==> src/hdl/sbp_pkg.sv <==
// Shared types and constants for the step-gated Bernstein polynomial evaluator.
// Used by the divider cell, the de Casteljau cell and the top level.
`timescale 1ns / 1ps
package sbp_pkg;

    localparam int DEGREE    = 4;
    localparam int EFF_DEG   = (DEGREE < 0) ? 0 : ((DEGREE > 4) ? 4 : DEGREE);
    localparam int NUM_COEF  = 5;
    localparam int DIV_STEPS = 17;
    localparam int LATENCY   = 2 + DIV_STEPS + EFF_DEG + 1;

    localparam logic [2:0] REG_X_MIN  = 3'd0;
    localparam logic [2:0] REG_X_MAX  = 3'd1;
    localparam logic [2:0] REG_STEP   = 3'd2;
    localparam logic [2:0] REG_COEF_0 = 3'd3;
    localparam logic [2:0] REG_COEF_1 = 3'd4;
    localparam logic [2:0] REG_COEF_2 = 3'd5;
    localparam logic [2:0] REG_COEF_3 = 3'd6;
    localparam logic [2:0] REG_COEF_4 = 3'd7;

    typedef logic signed [31:0] coef_t;
    typedef coef_t [NUM_COEF-1:0] lanes_t;

    typedef struct packed {
        logic valid;
        logic below;
        logic rerr;
    } ctl_t;

endpackage

==> src/hdl/sbp_div_cell.sv <==
// One quotient bit of the pipelined restoring divider.
// Depends on sbp_pkg for the sideband control type.
`timescale 1ns / 1ps
module sbp_div_cell (
    input  logic          clk,
    input  logic          rst_n,
    input  sbp_pkg::ctl_t ctl_in,
    input  logic [49:0]   rem_in,
    input  logic [48:0]   den_in,
    input  logic [16:0]   q_in,
    output sbp_pkg::ctl_t ctl_out,
    output logic [49:0]   rem_out,
    output logic [48:0]   den_out,
    output logic [16:0]   q_out
);

    sbp_pkg::ctl_t ctl_reg;
    logic [49:0]   rem_reg;
    logic [49:0]   rem_next;
    logic [48:0]   den_reg;
    logic [16:0]   q_reg;
    logic [16:0]   q_next;
    logic [49:0]   diff;
    logic          ge;

    always_comb
    begin
        ge       = rem_in >= {1'b0, den_in};
        diff     = rem_in - {1'b0, den_in};
        rem_next = ge ? {diff[48:0], 1'b0} : {rem_in[48:0], 1'b0};
        q_next   = {q_in[15:0], ge};
    end

    always_ff @(posedge clk or negedge rst_n)
    begin
        if (!rst_n)
        begin
            ctl_reg <= '0;
        end
        else
        begin
            ctl_reg <= ctl_in;
        end
    end

    always_ff @(posedge clk)
    begin
        rem_reg <= rem_next;
        den_reg <= den_in;
        q_reg   <= q_next;
    end

    assign ctl_out = ctl_reg;
    assign rem_out = rem_reg;
    assign den_out = den_reg;
    assign q_out   = q_reg;

endmodule

==> config.mk <==
export PLATFORM = sky130hd
export DESIGN_NAME = sbp_div_cell
export DESIGN_NICKNAME = d
export VERILOG_FILES = /design/src/hdl/sbp_pkg.sv /design/src/hdl/sbp_div_cell.sv
export SDC_FILE = /design/constraint.sdc
export NUM_CORES = 1
export LEC_CHECK = 0
export ABC_AREA = 0
export ABC_CLOCK_PERIOD_IN_PS = 800
export BUFFER_PORTS_ARGS = -buffer_cell sky130_fd_sc_hd__buf_2
export CORE_UTILIZATION = 52
export CTS_CLUSTER_DIAMETER = 40
export CTS_CLUSTER_SIZE = 24
export DETAILED_ROUTE_END_ITERATION = 10
export GPL_TIMING_DRIVEN = 1
export HOLD_SLACK_MARGIN = 0.02
export MAX_ROUTING_LAYER = met4
export PLACE_DENSITY = 0.85
export RECOVER_POWER = 100
export SYNTH_ARGS = -nofsm -noshare
export SYNTH_HDL_FRONTEND = slang
export SYNTH_SLANG_ARGS = --single-unit
==> constraint.sdc <==
create_clock -name clk -period 0.8 [get_ports clk]
set_input_delay 0.2 -clock clk [delete_from_list [all_inputs] [get_ports clk]]
set_output_delay 0.2 -clock clk [all_outputs]
set_load 0.02 [all_outputs]
==> results of run 1 <==
per-stage QoR:
step | setup TNS [ns] | hold WS, ns | cell area (µm²) | instances
2_1_floorplan | -95.06 | -0.09559 | 5992 | 664
3_3_place_gp | -107.01 | -0.005170 | 8676 | 1199
3_5_place_dp | -110.97 | 0.001712 | 8676 | 1199
cells in the mapped netlist, drive strengths merged (2+ instances only):
cell	n	area, µm²
dfxtp	115	2302
a21oi	91	459.2
inv	64	240.2
nor2	61	229.0
ha	49	613.1
xnor2	29	254.0
nand2	26	97.59
a21o	25	187.7
clkbuf	22	82.58
nand4	20	125.1
o21ai	19	95.09
xor2	17	148.9
o21bai	12	90.09
mux2	11	123.9
nand3	11	55.05
buf	10	62.56
o21a	7	52.55
o31ai	7	66.31
a31oi	5	31.28
nor2b	5	31.28
nor3	5	25.02
o221ai	5	50.04
a211oi	4	47.54
and2	4	25.02
and3	4	25.02
nor4	4	25.02
o211ai	4	30.03
dfrtp	3	75.07
a31o	2	17.52
nand2b	2	12.51
nor3b	2	15.01
o22ai	2	12.51
o41ai	2	36.29
or2	2	12.51
or3	2	12.51
or4	2	15.01
cell families after synthesis:
logic type / synth area share [%]
AO/OA/AOI/OAI: 20.79
AND/OR/NAND/NOR: 12.30
flip-flops: 40.51
buffers and inverters: 6.567
adder cells (fa/ha/maj): 10.79
XOR/XNOR: 6.866
multiplexers: 2.111
other: 0.06390
==> impl_metrics.toml, run 1 <==
[status]
haltStage = "clock tree synthesis (4_1_cts)"
status = "aborted with a tool error"
error = "[ERROR DPL-0038] Utilization greater than 100%, impossible to legalize"

[clock_network]
cts_inserted_buffers = 17
htree_levels = 4
root_buffer = "clkbuf_16"
ctsHoldBuffers = 70
cts.sinks = 118
cts_max_path_buffers = 2
cts_setup_buffers = 14
cts_resized = 412

[logic_synthesis]
synth-main-ff-cell = "dfxtp_1"
synth.distinct_cells = 53
async_flop_share_pct = 2.542
synth.ff_latch_count = 118
synth_nets = 835
yosysWarnings = 0
seq_area_frac_synth_pct = 40.51
syn_area_um2 = 5868
syn_avg_cell_area_um2 = 8.838
syn_inst = 664
synth-edff-count = 0

[die]
start_util_pct = 53.66
die_x_um = 108.2
row_count = 38
ios = 240
die_y_um = 108.2

[placement]
place.port_buffers = 237
place_ws_ns = -2.340
dpl.hpwl_um = 14450
place.gp.congestion = 0.9649
==> run 2, diff against run 1 <==
--- a/config.mk
+++ b/config.mk
@@ -8,14 +8,10 @@
 export ABC_AREA = 0
 export ABC_CLOCK_PERIOD_IN_PS = 800
 export BUFFER_PORTS_ARGS = -buffer_cell sky130_fd_sc_hd__buf_2
-export CORE_UTILIZATION = 52
-export CTS_CLUSTER_DIAMETER = 40
-export CTS_CLUSTER_SIZE = 24
+export CORE_UTILIZATION = 40
 export DETAILED_ROUTE_END_ITERATION = 10
 export GPL_TIMING_DRIVEN = 1
-export HOLD_SLACK_MARGIN = 0.02
-export MAX_ROUTING_LAYER = met4
-export PLACE_DENSITY = 0.85
+export PLACE_DENSITY_LB_ADDON = 0.15
 export RECOVER_POWER = 100
 export SYNTH_ARGS = -nofsm -noshare
 export SYNTH_HDL_FRONTEND = slang
==> impl_metrics.toml, run 2 <==
[clock_network]
clk_pin_slew_ns = 0.06
cts.sinks = 118
root_buffer = "clkbuf_16"
htree_levels = 4
cts_inserted_buffers = 17
cts_tree = "yes"
cts_max_path_buffers = 2

[min_path]
hold_class = "input port to register"

[route]
vias = 7639
vias_per_cell = 5.496
avgRoutedWirePerCell_um = 21.23
wl_um = 29510
drc = 0
ant_nets = 0
first_pass_iters = 6
detailedRoute.firstIterationViolations = 662

[logic_synthesis]
syn_avg_cell_area_um2 = 8.838
syn_area_um2 = 5868
syn_inst = 664
synth_area_leaders = "dfxtp_1, ha_1, a21oi_1"
synth_nets = 835
synth-edff-count = 0
synth-main-ff-cell = "dfxtp_1"
synth.distinct_cells = 53
yosysWarnings = 0
synth_top_area_share_pct = 39.23
async_flop_share_pct = 2.542
seq_area_frac_synth_pct = 40.51
synth_commonest_cells = "dfxtp_1, a21oi_1, inv_1, nor2_1, ha_1"
synth.ff_latch_count = 118
yosysTopAreaCell = "dfxtp_1"
yosysMostFrequentCell = "dfxtp_1"

[sta]
fmaxAchievable_mhz = 359.0
finalCritPeriodShare_pct = 348.2
rsz0062_at_grt = "yes"
finalWorstSetupSlack_ns = -1.986
final_hold_viol_count = 0
tns_ns = -128.61
final-setup-viol-count = 168
period_needed_ns = 2.786
drv_slew = 0

[die]
row_count = 43
core_area_um2 = 14100
die_y_um = 123.1
die_x_um = 123.1
start_util_pct = 41.63
ios = 240
die_area_um2 = 15160

[cells_and_area]
area_delta_synth_final_pct = 104.2
final_cell_mix = "buf_4, buf_6, dfxtp_2, buf_2, dlygate4sd3_1"
drive_gt1_share_pct = 59.52
nets = 1366
final_common_cell = "buf_4"
fin_util_pct = 85.01

[placement]
place.port_buffers = 237
place.gp.congestion = 0.8534
dpl.hpwl_um = 14570
place_ws_ns = -2.368

[status]
violations = "negative setup slack"
status = "finished, violations left"

[pwr]
p_leak_nw = 5.717
irDropWorstVdd_uv = 1507
total_power_w = 0.02422
powerDensity_nw_per_um2 = 2021

[critical_path]
crit_arrival_ns = 3.13
worstSetupEndpointType = "register"
critPathKind = "input port to register"
critPathLaunchType = "input port"
crit_fanout = 6
required_ns = 1.14

[global_route]
grt_pass1_vias = 7597
grt_start_max_net_pins = 19
globalRouteTotalUtil_pct = 33.10
grt_pass1_wl_um = 38050
antenna_found_initial = 2
grt_overflow = 0

[flow_run]
cap_viol_max_count = 0
## run 2: cell counts after synthesis
No cell type changed its count.
## run 2: final cells by class
type	count	area [µm²]
Sequential cell	118	2526
Fill cell	710	2113
Antenna cell	2	5.005
Inverter	64	255.2
Timing Repair Buffer	544	4667
Multi-Input combinational cell	450	3720
Tap cell	180	225.2
Clock buffer	17	425.4
Clock inverter	15	158.9
## run 2: critical path: stages
cell and delay, ns:
buf_2 0.11, inv_2 0.06, ha_4 0.30, buf_6 0.11
nand4_1 0.13, o211ai_1 0.14, o211ai_1 0.18, o221ai_2 0.27
a21oi_2 0.12, o41ai_4 0.32, a211oi_4 0.13, o31ai_4 0.37
buf_6 0.17, buf_12 0.14, clkbuf_16 0.16, nor2_4 0.04
a21oi_2 0.15
## run 2: power by group
group / switching (W) / leakage [nW] / internal (W) / total, W
clock: 0.00345 / 0.286 / 0.00441 / 0.00786
combinational: 0.00444 / 4.43 / 0.00475 / 0.00920
sequential: 0.000402 / 1.00 / 0.00676 / 0.00716
## run 2: kinds of logic after synthesis
| family | share of synthesized area [%] |
|---|---|
| AND/OR/NAND/NOR | 12.30 |
| adder cells (fa/ha/maj) | 10.79 |
| multiplexers | 2.111 |
| buffers and inverters | 6.567 |
| AO/OA/AOI/OAI | 20.79 |
| flip-flops | 40.51 |
| XOR/XNOR | 6.866 |
| other | 0.06390 |
## run 2: metal layers
layer  GRT usage (%)  share of wire [%]
met5               0                  0
met4           18.00                6.0
met3           7.103                7.3
met2           61.10                 51
met1           34.74                 36
## run 2: repair_timing
| item | in CTS | in global routing |
|---|---|---|
| endpoints found under the hold margin | 70 | 0 |
| hold buffers | 68 | 0 |
| pin swaps | 17 | 25 |
| endpoints found under the setup margin | 168 | 168 |
| setup buffers | 11 | 19 |
| gates resized for setup | 413 | 91 |
| gates cloned | 4 | 5 |
## run 2: final timing paths
check | start | endpoint | slack, ns | cells past startpoint
setup / recovery | den_in[7] | rem_out[24] | -1.99 | 17
hold / removal | rem_in[32] | rem_out[33] | 0.02 | 2
max in group asynchronous | rst_n | ctl_out[1] | 0.49 | 2
min in group asynchronous | rst_n | ctl_out[0] | 0.12 | 2
## run 2: per-stage QoR
stage	cell area (µm²)	cells	hold slack, ns
floorplan	5992	664	-0.09559
global placement	8803	1251	-0.007470
detailed placement	8803	1251	-0.001136
CTS	11400	1366	0.009044
global route	11980	1388	0.02172
finish	11980	1390	0.01710
Note: power is estimated with default switching activity, not from simulation.
==> run 3, diff against run 2 <==
--- a/config.mk
+++ b/config.mk
@@ -8,11 +8,14 @@
 export ABC_AREA = 0
 export ABC_CLOCK_PERIOD_IN_PS = 800
 export BUFFER_PORTS_ARGS = -buffer_cell sky130_fd_sc_hd__buf_2
+export CORE_ASPECT_RATIO = 0.8
 export CORE_UTILIZATION = 40
 export DETAILED_ROUTE_END_ITERATION = 10
 export GPL_TIMING_DRIVEN = 1
+export HOLD_SLACK_MARGIN = 0.15
 export PLACE_DENSITY_LB_ADDON = 0.15
 export RECOVER_POWER = 100
+export SLEW_MARGIN = 5
 export SYNTH_ARGS = -nofsm -noshare
 export SYNTH_HDL_FRONTEND = slang
 export SYNTH_SLANG_ARGS = --single-unit
==> impl_metrics.toml, run 3 (synthesis results as in run 2) <==
[status]
status = "finished, violations left"
violations = "negative hold slack, negative setup slack"

[route]
vias_per_cell = 5.402
detailedRoute.firstIterationViolations = 601
ant_nets = 0
avgRoutedWirePerCell_um = 20.66
first_pass_iters = 8
drc = 0
wl_um = 28760
vias = 7520

[critical_path]
crit_fanout = 6
path_common_cell = "a21oi_2"
critPathKind = "input port to register"
slowest_stage = "fa_2"
slowest_delay_ns = 0.36
critPathLaunchType = "input port"
crit_end = "rem_out[17]"
worstSetupEndpointType = "register"
worstPathCellList = "buf_12 -> inv_12 -> ha_4 -> inv_2 -> fa_2 -> a21oi_2 -> o22ai_2 -> o211ai_1 -> o221ai_2 -> a21oi_2 -> o41ai_4 -> a211oi_4 -> o31ai_4 -> buf_6 -> buf_16 -> clkbuf_16 -> nor2_4 -> a21oi_2"
cp-startpoint = "rem_in[0]"
required_ns = 1.10
crit_arrival_ns = 3.03

[sta]
drv_slew = 0
final-setup-viol-count = 169
period_needed_ns = 2.734
max_slew_margin_pct = 67.01
final_hold_viol_count = 1
fmaxAchievable_mhz = 365.7
worst_hold_slack_ns = -0.05655
rsz0062_at_grt = "yes"
finalCritPeriodShare_pct = 341.8
worst_slew_pin_slew_ns = 0.4919
finalWorstSetupSlack_ns = -1.934

[clock_network]
cts_inserted_buffers = 17
htree_levels = 4
clk_pin_slew_ns = 0.06
cts_tree = "yes"
cts.sinks = 118
root_buffer = "clkbuf_16"
cts_max_path_buffers = 2
ctsHoldBuffers = 99

[placement]
place.gp.congestion = 0.8383
dpl.hpwl_um = 14300
place_ws_ns = -2.519
place.port_buffers = 237

[cells_and_area]
final_common_cell = "buf_4"
nFillCells = 778
fin_util_pct = 83.49
area_delta_synth_final_pct = 103.4
drive_gt1_share_pct = 57.08
nets = 1365
final_cell_mix = "buf_4, buf_6, buf_2, dfxtp_2, dlygate4sd3_1"

[die]
die_area_um2 = 15160
row_count = 39
core_area_um2 = 14300
ios = 240
die_y_um = 110.3
die_x_um = 137.4
start_util_pct = 41.04

[global_route]
globalRouteTotalUtil_pct = 32.25
grt_start_max_net_pins = 21
grt_pass1_vias = 7369
antenna_found_initial = 0
grt_overflow = 0
grt_pass1_wl_um = 37060

[flow_run]
cap_viol_max_count = 0

[pwr]
irDropWorstVdd_uv = 1981
powerDensity_nw_per_um2 = 1989
p_leak_nw = 5.698

[min_path]
hold_depth = 1
hold_class = "input port to register"
[run 3: changes by cell type in the layout (fill, tap and decap cells not counted), moves of 3 or more]
cell and delta:
nor2_2 -4, dlygate4sd3_1 +31, inv_1 +3, clkinv_4 -3
clkbuf_1 -11, clkinvlp_4 +3, buf_12 -4, buf_4 -25
buf_2 +10
[run 3: worst max-delay path: cells and delay by family]
family | cells | cell delay [ns]
AOI/OAI and AO/OA | 9 | 1.56
adders and majority gates | 2 | 0.48
buffers and inverters | 6 | 0.67
and+or+nand+nor | 1 | 0.10
[run 3: worst min-delay path by stage]
stage	start	end	slack (ns)
2_1_floorplan	rst_n	ctl_out[0]	-0.1
3_3_place_gp	rst_n	ctl_out[1]	-0.008
3_5_place_dp	rst_n	ctl_out[1]	-0.004
4_1_cts	den_in[0]	den_out[0]	-0.09
5_1_grt	den_in[0]	den_out[0]	-0.07
6_report	den_in[0]	den_out[0]	-0.06
[run 3: power breakdown]
group	switching, W	internal [W]	leakage (nW)	total [W]
Clock	0.00323	0.00435	0.271	0.00757
Combinational	0.00434	0.00464	4.42	0.00898
Sequential	0.000426	0.00676	1.00	0.00719
[run 3: repair_timing]
| item | in CTS | in global routing |
|---|---|---|
| gates cloned | 2 | 8 |
| buffers inserted | 6 | 8 |
| pin swaps | 17 | 19 |
| hold endpoints to repair | 117 | 14 |
| resized for setup | 400 | 82 |
| endpoints found under the setup margin | 168 | 168 |
[run 3: cell type report]
type	count	area, µm²	area share [%]
diodes	1	2.502	0.02096
clock buffers	17	425.4	3.564
clock inverters	15	145.1	1.216
inverters	64	252.7	2.117
multi-input cells	450	3625	30.37
flip-flops and latches	118	2526	21.16
well taps	184	230.2	1.929
repair buffers	543	4730	39.62
[run 3: metrics by stage]
| step | instances | hold WS [ns] | instance area, µm² | power [W] | TNS (ns) |
|---|---|---|---|---|---|
| detailed placement | 1238 | -0.003796 | 8693 | 0.01330 | -110.02 |
| global placement | 1238 | -0.007760 | 8693 | 0.01322 | -108.29 |
| global route | 1391 | -0.07423 | 11930 | 0.02445 | -132.59 |
| CTS | 1377 | -0.08722 | 11440 | 0.02253 | -120.46 |
| floorplan | 664 | -0.09559 | 5992 | 0.01044 | -95.06 |
| finish | 1392 | -0.05655 | 11940 | 0.02374 | -126.06 |
[run 3: metal layers]
layer / GRT usage, % / up-vias / part of all wire [%]
met1: 35.40 / 3565 / 37
li1: - / 3373 / -
met3: 7.727 / 136 / 8.0
met2: 57.79 / 446 / 50
met5: 0 / - / 0
met4: 17.03 / 0 / 5.3
